--- config.mk ---
export PLATFORM = sky130hd
export DESIGN_NAME = cte_gen
export DESIGN_NICKNAME = d
export VERILOG_FILES = /design/src/design/cte_pkg.sv /design/src/design/cte_gen.sv
export SDC_FILE = /design/constraint.sdc
export NUM_CORES = 1
export LEC_CHECK = 0
export ABC_AREA = 1
export BUFFER_PORTS_ARGS = -buffer_cell sky130_fd_sc_hd__buf_4
export CORE_MARGIN = 1
export CORE_UTILIZATION = 59
export CTS_CLUSTER_DIAMETER = 50
export DETAILED_ROUTE_END_ITERATION = 10
export PLACE_DENSITY = 0.82
export RECOVER_POWER = 100
export SLEW_MARGIN = 20
export SYNTH_ARGS = -nofsm -noshare
export SYNTH_HDL_FRONTEND = slang
export SYNTH_SLANG_ARGS = --single-unit
--- constraint.sdc ---
create_clock -name clk -period 1.78 [get_ports clk]
set_clock_uncertainty 0.2 [all_clocks]
set_input_delay 0.267 -clock clk [delete_from_list [all_inputs] [get_ports clk]]
set_output_delay 0.267 -clock clk [all_outputs]
set_load 0.01 [all_outputs]
--- src/design/cte_pkg.sv ---
// Shared constants, codes and types of the capability table engine.
package cte_pkg;

  localparam int TABLE_ENTRIES = 1024;
  localparam int IDX_W = $clog2(TABLE_ENTRIES);
  localparam int CNT_W = IDX_W + 1;
  localparam int DEPTH_W = 4;
  localparam int RBIT_W = 6;

  localparam logic [63:0] GEN_SEED = 64'hDEAD_BEEF_4242_4242;

  localparam logic REG_GRANT_BIT = 1'b0;
  localparam logic REG_INIT_DEPTH = 1'b1;

  typedef enum logic [1:0] {
    OP_CREATE = 2'd0,
    OP_GRANT = 2'd1,
    OP_REVOKE = 2'd2,
    OP_VALIDATE = 2'd3
  } opcode_t;

  localparam logic [2:0] ST_OK = 3'd0;
  localparam logic [2:0] ST_NOTOKEN = 3'd1;
  localparam logic [2:0] ST_REVOKED = 3'd2;
  localparam logic [2:0] ST_PERM = 3'd3;
  localparam logic [2:0] ST_FULL = 3'd4;

  typedef struct packed {
    logic tok_we;
    logic rights_we;
    logic meta_we;
    logic depth_we;
    logic rev_we;
    logic mark_we;
  } tbl_wr_t;

endpackage

--- src/design/cte_gen.sv ---
// Xorshift token generator that advances once per appended entry.
module cte_gen
  import cte_pkg::*;
(
  input  logic        clk,
  input  logic        rst,
  input  logic        advance,
  output logic [63:0] token_next
);

  logic [63:0] gen_state;
  logic [63:0] s1;
  logic [63:0] s2;

  assign s1 = gen_state ^ (gen_state << 13);
  assign s2 = s1 ^ (s1 >> 7);
  assign token_next = s2 ^ (s2 << 17);

  always_ff @(posedge clk) begin
    if (rst) begin
      gen_state <= GEN_SEED;
    end else if (advance) begin
      gen_state <= token_next;
    end
  end

endmodule

==> impl_metrics.py, run 1 <==
metrics = {
    "place": {
        "dp_slack_ns": -0.0998,
        "dp_hpwl_um": 11200,
        "port_buffers": 66,
        "place_congestion": 0.930,
        "dp.cells": 1090,
    },
    "logic_synthesis": {
        "synth_fp_nets": 917,
        "ys_ff_latch": 64,
        "synth_top_cell_area_share": 0.327,
        "synth_area_sq_um": 5120,
        "yosysWarnings": 0,
        "synthDistinctLibCells": 25,
        "synthCells": 914,
        "synth_area_leaders": "nand2_1, dfxtp_1, inv_1, nand3_1, a21oi_1",
        "yosys.area.top_type": "nand2_1",
        "syn_area_per_cell_sq_um": 5.61,
        "synth-seq-area-share": 0.250,
    },
    "floorplan": {
        "start_util": 0.617,
        "die_h_um": 95.2,
        "die_x_um": 95.2,
        "ioPinCount": 67,
        "num_rows": 33,
    },
    "run_status": {
        "error": "[ERROR DPL-0038] Utilization greater than 100%, impossible to legalize",
        "outcome": "did not finish",
        "stop_stage": "4_1_cts",
    },
    "clock_network": {
        "cts_setup_buffers": 102,
        "cts_root_buf": "clkbuf_8",
        "cts_buffers": 9,
        "post_cts_resized": 471,
        "htree_levels": 3,
        "clk_path_buf_depth": 2,
        "ctsHoldBuffers": 0,
        "cts.sink_count": 64,
    },
}
-- synthesized netlist by cell type, drive strengths merged --
cell	n
and2	27
buf	30
clkbuf	13
nor2	13
xor2	33
nand3	60
nand3b	4
o211ai	1
nand4	3
nand2	453
xnor2	25
inv	110
a21oi	58
dfxtp	64
o21ai	19
o21bai	1
-- per-stage QoR --
| stage | hold WS (ns) | instance area (sq um) |
|---|---|---|
| global placement | 0.279 | 5920 |
| floorplan | 0.261 | 5120 |
| detailed placement | 0.282 | 5920 |
-- kinds of logic after synthesis --
family / after synthesis / synth area share
simple gates: 560 / 0.445
buf+inv: 153 / 0.125
compound gates: 79 / 0.0789
xor+xnor: 58 / 0.101
flops: 64 / 0.250
==> run 2, diff against run 1 <==
--- a/config.mk
+++ b/config.mk
@@ -8,10 +8,9 @@
 export ABC_AREA = 1
 export BUFFER_PORTS_ARGS = -buffer_cell sky130_fd_sc_hd__buf_4
 export CORE_MARGIN = 1
-export CORE_UTILIZATION = 59
-export CTS_CLUSTER_DIAMETER = 50
+export CORE_UTILIZATION = 40
 export DETAILED_ROUTE_END_ITERATION = 10
-export PLACE_DENSITY = 0.82
+export PLACE_DENSITY_LB_ADDON = 0.15
 export RECOVER_POWER = 100
 export SLEW_MARGIN = 20
 export SYNTH_ARGS = -nofsm -noshare
==> run 2 against run 1 <==
  * The flow now finishes, with violations (setup timing)
  * Synthesized cell count is the same
  * Synthesized area is the same
==> impl_metrics.py, run 2 <==
metrics = {
    "run_status": {
        "outcome": "finished, violations left",
        "violations": "setup timing",
    },
    "place": {
        "place_congestion": 0.844,
        "dp.cells": 1169,
        "port_buffers": 66,
        "dp_hpwl_um": 11700,
        "post_dp_cell_area_sq_um": 6110,
    },
    "pwr": {
        "power.density_nw_per_um2": 1440,
        "p_sw_uw": 6040,
        "power_frac_comb": 0.674,
        "internal-power_uw": 8020,
        "p_seq_frac": 0.165,
        "clkPwrFrac": 0.161,
        "ir_worst_vdd_uv": 973,
        "switching_share": 0.430,
        "power.leakage_uw": 0.00480,
    },
    "floorplan": {
        "start_util": 0.418,
        "die_h_um": 115,
        "die_area_sq_um": 13300,
        "num_rows": 40,
        "core_area_sq_um": 12300,
        "die_x_um": 115,
        "ioPinCount": 67,
    },
    "drt": {
        "dr_total_vias": 6814,
        "ant_nets": 0,
        "drt_iter0_drc": 598,
        "drc": 0,
        "drtPass1Iterations": 5,
        "post_drt_wl_per_cell_um": 17.8,
        "vias_per_cell": 5.39,
        "drt-total-wl_um": 22500,
    },
    "layout": {
        "top_regs": "gen_state: 64 flops",
        "layout_commonest_cell": "nand2_2",
        "top_register": "gen_state",
        "drive_gt1_frac": 0.649,
        "multi_input_area_sq_um": 5220,
        "nNetsFinal": 1094,
        "fin_area_sq_um": 9760,
        "final_cells": 1264,
        "utilization": 0.796,
        "nFillCells": 750,
        "register_area_sq_um": 1460,
        "layout_common_cells": "nand2_2, nand2_1, buf_6",
        "largest_reg_flops": 64,
        "antenna_cells": 0,
        "area_delta_synth_final_pct": 90.5,
    },
    "logic_synthesis": {
        "synth_top_family_by_area": "simple AND/OR/NAND/NOR gates",
        "ys_ff_latch": 64,
        "synthDistinctLibCells": 25,
        "synth_area_sq_um": 5120,
        "synth_edf_count": 0,
        "synth-seq-area-share": 0.250,
        "ys_top_cells_by_count": "nand2_1, inv_1, dfxtp_1",
        "synth-xor-area-share": 0.101,
        "synthAdderAreaFrac": 0,
        "yosys.area.top_type": "nand2_1",
        "syn_area_per_cell_sq_um": 5.61,
        "synthCells": 914,
        "synthFlopType": "dfxtp_1",
        "synth.area.mux_share": 0,
        "yosysWarnings": 0,
        "yosys.cell_count.top_type": "nand2_1",
        "synth_top_cell_area_share": 0.327,
        "synth-simple-area-share": 0.445,
        "synth_fp_nets": 917,
        "synthArstFlopShare": 0,
        "synth_area_leaders": "nand2_1, dfxtp_1, inv_1, nand3_1, a21oi_1",
        "synth-compound-area-share": 0.0789,
    },
    "timing": {
        "slew_violations": 0,
        "slew_headroom": 0.717,
        "post-route-period-util": 1.20,
        "finalHoldViolations": 0,
        "setup_viol_count_final": 63,
        "rsz0062_at_grt": "true",
        "period_needed_ns": 2.13,
        "fmax_ghz": 0.469,
        "worstMarginPinSlew_ns": 0.419,
        "fin_ws_ns": -0.352,
        "fin_tns_setup_ns": -12.73,
        "hold_ws_ns": 0.133,
    },
    "clock_network": {
        "cts.sink_count": 64,
        "ctsHoldBuffers": 0,
        "clk_path_buf_depth": 2,
        "cts_root_buf": "clkbuf_16",
        "cts_tree": "built",
        "cts_buffers": 9,
        "htree_levels": 3,
        "clkTransAtPathRegs_ns": 0.06,
        "clk_latency_ns": 0.34,
    },
    "grt": {
        "grt_max_degree": 61,
        "grt_pass1_wl_um": 28800,
        "antenna_found_initial": 0,
        "grt-ovfl-total": 0,
        "grt_use_total": 0.281,
        "grt_pass1_vias": 6068,
    },
    "worst_setup_path": {
        "cp_cell_sequence": "buf_12 > xnor2_4 > nand2_1 > nand2_2 > nand3_2 > and2_4 > buf_6",
        "cp_data_required_time_ns": 1.31,
        "end_kind": "output port",
        "startpoint_type": "register",
        "crit_buf_inv": 2,
        "crit_path_max_fanout": 5,
        "worst-setup-path-type": "register to output port",
        "arrival_ns": 1.66,
        "crit_family": "simple AND/OR/NAND/NOR gates",
        "cp_slowest_stage_delay_ns": 0.41,
        "critPathSlowestCell": "dfxtp_4",
    },
    "hold_path": {
        "hold_class": "primary input to register",
    },
    "flow_run": {
        "maxCapViolCount": 0,
    },
}
run 2: what timing repair did:
item,CTS,global route
setup endpoints to repair,63,71
pin swaps,141,152
setup buffers,75,26
resized for setup,441,331
endpoints found under the hold margin,0,0
run 2: per-stage QoR:
step	setup slack, ns	power [uW]
finish	-0.352	14100
global route	-0.387	14700
CTS	-0.221	12000
detailed placement	-0.0840	7190
global placement	-0.0918	7180
floorplan	0.166	5070
run 2: kinds of logic after synthesis:
family / count (synthesis)
AND/OR/NAND/NOR: 560
XOR/XNOR: 58
AO/OA/AOI/OAI: 79
flip-flops: 64
buffers and inverters: 153
run 2: final cells by class:
| type | instances | share of cell area |
|---|---|---|
| timing repair buffer | 209 | 0.207 |
| inverter | 110 | 0.0495 |
| tap | 168 | 0.0215 |
| clock buffer | 9 | 0.0231 |
| clock inverter | 7 | 0.0147 |
| multi-input combinational | 697 | 0.535 |
| sequential | 64 | 0.150 |
run 2: tightest hold or removal path: stages:
cell and delay (ns):
buf_4 0.25, a21oi_1 0.07, nand2_1 0.06
run 2: power by group through the flow:
| stage | clock, uW | sequential (uW) | combinational (uW) |
|---|---|---|---|
| 3_3_place_gp | 0 | 1980 | 5200 |
| 6_report | 2260 | 2310 | 9480 |
| 3_5_place_dp | 0 | 1980 | 5210 |
| 5_1_grt | 2330 | 2350 | 10000 |
| 4_1_cts | 2250 | 2150 | 7580 |
| 2_1_floorplan | 0 | 1820 | 3250 |
run 2: layer usage:
metal | routed length (um) | GRT usage | share of wire
met1 | 8320 | 0.347 | 0.37
met2 | 11800 | 0.492 | 0.53
met3 | 1380 | 0.0506 | 0.061
met4 | 984 | 0.0900 | 0.044
met5 | 0 | 0 | 0
run 2: path summary, 6_finish.rpt:
| path | start | end | slack (ns) | depth (start not counted) |
|---|---|---|---|---|
| worst max register to register | gen_state[28] | gen_state[41] | -0.26 | 11 |
| worst min register to register | gen_state[59] | gen_state[59] | 0.34 | 2 |
| worst max-delay path | gen_state[24] | token_next[37] | -0.35 | 7 |
| worst min-delay path | rst | gen_state[37] | 0.13 | 3 |
Note: power is estimated with default switching activity, not from simulation.
==> run 3, diff against run 2 <==
--- a/config.mk
+++ b/config.mk
@@ -7,6 +7,7 @@
 export LEC_CHECK = 0
 export ABC_AREA = 1
 export BUFFER_PORTS_ARGS = -buffer_cell sky130_fd_sc_hd__buf_4
+export CAP_MARGIN = 10
 export CORE_MARGIN = 1
 export CORE_UTILIZATION = 40
 export DETAILED_ROUTE_END_ITERATION = 10
==> constraint.sdc (replaced) <==
create_clock -name clk -period 1.78 [get_ports clk]
set_clock_uncertainty 0.2 [all_clocks]
set_input_delay 0.089 -clock clk [delete_from_list [all_inputs] [get_ports clk]]
set_output_delay 0.089 -clock clk [all_outputs]
set_load 0.01 [all_outputs]
==> run 3 against run 2 <==
  * The run still ends with setup timing left
  * Die area unchanged
  * Via count decreased by 13%
  * Sequential power about the same
  * Highest routed layer unchanged
  * Non-clock buffer count decreased by 79
  * Cell area decreased by 16%
  * Sequential cell count unchanged
  * Critical endpoint is now token_next[44]
  * Routed wire length decreased by 23%
  * Critical path depth decreased by 1
==> impl_metrics.py, run 3 (synthesized netlist as in run 2, its figures left out) <==
metrics = {
    "floorplan": {
        "die_h_um": 115,
        "die_area_sq_um": 13300,
        "ioPinCount": 67,
        "core_area_sq_um": 12300,
        "die_x_um": 115,
        "num_rows": 40,
        "start_util": 0.418,
    },
    "timing": {
        "hold_ws_ns": 0.110,
        "finalHoldViolations": 0,
        "fmax_ghz": 0.536,
        "post-route-period-util": 1.05,
        "period_needed_ns": 1.87,
        "setup_viol_count_final": 30,
        "rsz0062_at_grt": "true",
        "slew_headroom": 0.621,
        "fin_ws_ns": -0.0855,
        "slew_violations": 0,
        "worstMarginPinSlew_ns": 0.569,
    },
    "drt": {
        "dr_total_vias": 5942,
        "ant_nets": 0,
        "drtPass1Iterations": 5,
        "post_drt_wl_per_cell_um": 14.6,
        "drt-total-wl_um": 17300,
        "drc": 0,
        "drt_iter0_drc": 368,
        "vias_per_cell": 5.03,
    },
    "layout": {
        "layout_common_cells": "nand2_1, nand2_2, buf_4",
        "largest_reg_flops": 64,
        "utilization": 0.665,
        "top_regs": "gen_state: 64 flops",
        "nFillCells": 1046,
        "top_register": "gen_state",
        "fin_area_sq_um": 8160,
        "nNetsFinal": 1015,
        "layout_commonest_cell": "nand2_1",
        "drive_gt1_frac": 0.532,
        "antenna_cells": 0,
        "area_delta_synth_final_pct": 59.2,
    },
    "clock_network": {
        "cts_root_buf": "clkbuf_16",
        "htree_levels": 3,
        "cts_buffers": 9,
        "clk_path_buf_depth": 2,
        "cts.sink_count": 64,
        "clk_latency_ns": 0.35,
        "cts_tree": "built",
        "clkTransAtPathRegs_ns": 0.05,
    },
    "worst_setup_path": {
        "end_kind": "output port",
        "cp_cell_sequence": "xor2_4 > nand2_2 > nand2_4 > nand2_1 > and2_4 > buf_6",
        "crit_path_max_fanout": 5,
        "crit_buf_inv": 1,
        "critPathSlowestCell": "dfxtp_4",
        "startpoint_type": "register",
        "crit_family": "flip-flops",
        "cp_slowest_stage_delay_ns": 0.48,
        "worst-setup-path-type": "register to output port",
        "cp_data_required_time_ns": 1.49,
        "arrival_ns": 1.58,
    },
    "pwr": {
        "power.leakage_uw": 0.00407,
        "total_power_uw": 11400,
        "ir_worst_vdd_uv": 882,
        "power.density_nw_per_um2": 1390,
    },
    "place": {
        "dp_hpwl_um": 11300,
        "port_buffers": 66,
        "place_congestion": 0.846,
        "post_dp_cell_area_sq_um": 5740,
    },
    "grt": {
        "grt_pass1_wl_um": 25500,
        "grt_use_total": 0.251,
        "grt_pass1_vias": 5146,
        "grt-ovfl-total": 0,
        "grt_max_degree": 45,
        "antenna_found_initial": 0,
    },
    "flow_run": {
        "maxCapViolCount": 0,
    },
    "run_status": {
        "violations": "setup timing",
        "outcome": "finished, violations left",
    },
    "hold_path": {
        "hold_class": "primary input to register",
    },
}
==> run 3: what timing repair did <==
action                                  4_1_cts  5_1_grt
endpoints found under the setup margin       50       55
gates resized for setup                     225      312
pin swaps                                    58      114
hold buffers                                  1        0
gates cloned                                  0        0
setup buffers                                32       19
hold endpoints to repair                      1        0
==> run 3: through the flow <==
stage | TNS [ns] | cells | setup WS (ns)
2_1_floorplan | 0 | 914 | 0.340
3_3_place_gp | 0 | 1119 | 0.130
3_5_place_dp | 0 | 1119 | 0.125
4_1_cts | -0.522 | 1165 | -0.0575
5_1_grt | -4.85 | 1182 | -0.156
6_report | -1.41 | 1182 | -0.0855
==> run 3: routing by layer <==
metal / vias to the layer above / track usage / part of all wire
met4: 0 / 0.0675 / 0.020
li1: 2964 / - / -
met3: 30 / 0.0538 / 0.055
met5: - / 0 / 0
met1: 2780 / 0.326 / 0.42
met2: 168 / 0.421 / 0.50
==> run 3: worst register-to-register path, stage by stage (launching register included) <==
cell and delay (ns):
dfxtp_4 0.47, xor2_4 0.20, nand2_1 0.08, nand2_2 0.09, nand2_2 0.06, buf_4 0.13, buf_4 0.12, buf_4 0.13
buf_4 0.12, nand3_2 0.04, nand2_1 0.05
==> run 3: final timing paths <==
check / slack (ns) / to / from / depth (start not counted)
max: -0.09 / token_next[44] / gen_state[38] / 6
min: 0.11 / gen_state[37] / rst / 3
max reg2reg: -0.03 / gen_state[57] / gen_state[34] / 10
min reg2reg: 0.32 / gen_state[30] / gen_state[30] / 2
==> run 3: area by class of cell <==
cell class              instances  area (sq um)  area share
inverters                     110           453      0.0555
multi-input cells             697          4630       0.568
clock buffers                  12           256      0.0314
flip-flops and latches         64          1450       0.178
well taps                     168           210      0.0258
clock inverters                 1          5.00    0.000614
repair buffers                130          1150       0.141
==> run 3: power breakdown <==
| group | internal (uW) | switching, uW | total [uW] | leakage (uW) |
|---|---|---|---|---|
| combinational | 3670 | 3710 | 7380 | 0.00339 |
| clock | 992 | 652 | 1640 | 0.000130 |
| sequential | 1710 | 614 | 2330 | 0.000547 |
==> run 4, diff against run 3 <==
--- a/config.mk
+++ b/config.mk
@@ -5,11 +5,11 @@
 export SDC_FILE = /design/constraint.sdc
 export NUM_CORES = 1
 export LEC_CHECK = 0
-export ABC_AREA = 1
 export BUFFER_PORTS_ARGS = -buffer_cell sky130_fd_sc_hd__buf_4
 export CAP_MARGIN = 10
 export CORE_MARGIN = 1
 export CORE_UTILIZATION = 40
+export CTS_CLUSTER_SIZE = 10
 export DETAILED_ROUTE_END_ITERATION = 10
 export PLACE_DENSITY_LB_ADDON = 0.15
 export RECOVER_POWER = 100
==> run 4 against run 3 <==
  * The flow still finishes with violations (setup timing)
  * First-iteration DRC count fell by 38%
  * Worst setup slack lost 0.44 ns
  * Critical path depth unchanged
  * Sequential share of layout area shrank 4.1 points
  * Hold slack got worse by 0.042 ns
  * Die area grew 0.75%
  * Via count decreased by 21%
  * Critical path type unchanged
==> impl_metrics.py, run 4 <==
metrics = {
    "layout": {
        "layout_common_cells": "buf_4, buf_6, xnor2_2",
        "layout_commonest_cell": "buf_4",
        "antenna_cells": 0,
        "top_regs": "gen_state: 64 flops",
        "area_delta_synth_final_pct": 97.1,
        "nFillCells": 667,
        "largest_reg_flops": 64,
        "drive_gt1_frac": 0.677,
        "top_register": "gen_state",
        "nNetsFinal": 803,
    },
    "worst_setup_path": {
        "crit_path_max_fanout": 2,
        "arrival_ns": 2.01,
        "reg2reg_to": "gen_state[23]",
        "critPathCapture": "token_next[53]",
        "worst-setup-path-type": "register to output port",
        "r2r_setup_slack_ns": -0.42,
        "r2r.worst_path.cells": 8,
        "startpoint": "gen_state[43]",
        "startpoint_type": "register",
        "end_kind": "output port",
        "cp_data_required_time_ns": 1.49,
        "worst_r2r_startpoint": "gen_state[17]",
    },
    "logic_synthesis": {
        "synth-xor-area-share": 0.518,
        "synth-compound-area-share": 0.0540,
        "yosys.area.top_type": "dfxtp_1",
        "ys_top_cells_by_count": "xnor2_1, dfxtp_1, xor2_1",
        "synth_edf_count": 0,
        "synth_area_sq_um": 5160,
        "synthFlopType": "dfxtp_1",
        "yosys.cell_count.top_type": "xnor2_1",
        "synth_top_family_by_area": "XOR/XNOR gates",
        "synthCells": 522,
        "synth.area.mux_share": 0.0199,
        "synthArstFlopShare": 0,
        "synth_top_cell_area_share": 0.248,
        "synth_fp_nets": 525,
        "synthAdderAreaFrac": 0,
        "yosysWarnings": 0,
        "synthDistinctLibCells": 37,
        "synth-seq-area-share": 0.248,
        "synth-simple-area-share": 0.109,
        "synth_area_leaders": "dfxtp_1, xnor2_1, xor2_1, xor3_1, xnor3_1",
        "syn_area_per_cell_sq_um": 9.89,
        "ys_ff_latch": 64,
    },
    "clock_network": {
        "clk_path_buf_depth": 2,
        "clk_latency_ns": 0.36,
        "cts_root_buf": "clkbuf_16",
        "cts_buffers": 9,
        "cts_tree": "built",
        "clkTransAtPathRegs_ns": 0.06,
        "ctsHoldBuffers": 0,
        "cts.sink_count": 64,
        "htree_levels": 3,
    },
    "floorplan": {
        "start_util": 0.409,
        "die_h_um": 116,
        "num_rows": 41,
        "die_area_sq_um": 13400,
        "core_area_sq_um": 12600,
        "die_x_um": 116,
        "ioPinCount": 67,
    },
    "drt": {
        "drt_iter0_drc": 230,
        "routed.top_layer": "met4",
        "vias_per_cell": 4.78,
        "ant_nets": 0,
        "wl_met1_um": 7890,
        "drt-total-wl_um": 19400,
        "post_drt_wl_per_cell_um": 19.8,
        "wl_met2_um": 10500,
        "drtPass1Iterations": 4,
        "dr_total_vias": 4674,
        "drc": 0,
        "dr_wl_met3_um": 506,
    },
    "timing": {
        "post-route-period-util": 1.29,
        "period_needed_ns": 2.30,
        "fmax_ghz": 0.434,
        "setup_viol_count_final": 102,
        "rsz0062_at_grt": "true",
        "finalHoldViolations": 0,
        "slew_headroom": 0.515,
        "fin_tns_setup_ns": -24.95,
        "slew_violations": 0,
        "worstMarginPinSlew_ns": 0.728,
        "fin_ws_ns": -0.523,
    },
    "grt": {
        "grt_max_degree": 61,
        "grt_pass1_vias": 4718,
        "antenna_found_initial": 0,
        "grt-ovfl-total": 0,
        "grt_pass1_wl_um": 25800,
        "grt_use_total": 0.262,
    },
    "hold_path": {
        "hold_class": "primary input to register",
    },
    "place": {
        "place_congestion": 0.834,
        "port_buffers": 66,
        "dp_hpwl_um": 9750,
    },
    "run_status": {
        "violations": "setup timing",
        "outcome": "finished, violations left",
    },
    "flow_run": {
        "maxCapViolCount": 0,
    },
}
==> run 4: changes by cell type in the layout (fill, tap and decap cells not counted), moves of 31 or more <==
cell / delta
nand3_1: -49
nor2_1: +35
inv_2: -31
a21oi_1: -48
nand2_2: -190
buf_4: +100
buf_6: +78
xnor2_2: +42
xnor2_4: +32
inv_1: -56
nand2_1: -221
==> run 4: metal layers <==
metal	vias up	global-route usage
li1	2193	-
met1	2357	0.322
met2	93	0.461
met3	31	0.0392
met4	0	0.0996
met5	-	0
==> run 4: area by class of cell <==
class	count	area [sq um]	area share
clock buffers	13	260	0.0256
clock inverters	3	40.0	0.00394
inverters	9	33.8	0.00332
multi-input cells	400	5320	0.523
flip-flops and latches	64	1400	0.137
well taps	172	215	0.0212
repair buffers	316	2910	0.286
==> run 4: kinds of logic (layout without fill, tap and decap cells) <==
family	count (synthesis)	after routing
simple gates	121	121
buf+inv	58	341
flops	64	64
mux	10	10
compound gates	43	43
xor+xnor	226	226
==> run 4: metrics by stage <==
step           std cells  utilization  cell area, sq um  setup slack [ns]  hold WS (ns)
6_report             977        0.806             10200            -0.523        0.0681
3_3_place_gp         868        0.567              7150            -0.243         0.281
2_1_floorplan        522            -              5510            -0.219        0.0821
3_5_place_dp         868        0.567              7150            -0.304         0.301
5_1_grt              977        0.806             10200            -0.597        0.0923
4_1_cts              947        0.734              9260            -0.415        0.0468
==> run 4: how the worst min path moves through the flow <==
| stage | startpoint | slack [ns] | end | cells past startpoint |
|---|---|---|---|---|
| 3_5_place_dp | gen_state[57] | 0.30 | gen_state[57] | 2 |
| 2_1_floorplan | rst | 0.08 | gen_state[39] | 2 |
| 5_1_grt | advance | 0.09 | gen_state[45] | 3 |
| 4_1_cts | advance | 0.05 | gen_state[45] | 3 |
| 3_3_place_gp | gen_state[57] | 0.28 | gen_state[57] | 2 |
| 6_report | advance | 0.07 | gen_state[45] | 3 |
==> run 4: what timing repair did <==
item                       in CTS  in global routing
gates resized for setup       258                141
gates cloned                    0                  0
buffers inserted               72                 54
pin swaps                      93                114
setup endpoints to repair      90                103
==> run 4: critical path, stage by stage (launching register included) <==
cell,delay [ns]
dfxtp_2,0.33
xor3_2,0.46
xnor2_2,0.19
xor2_1,0.28
buf_4,0.18
xnor2_2,0.10
buf_4,0.13
Power of run 4 is not shown: default switching activity piles up to over one toggle a cycle in this logic, so the estimate is an artifact.
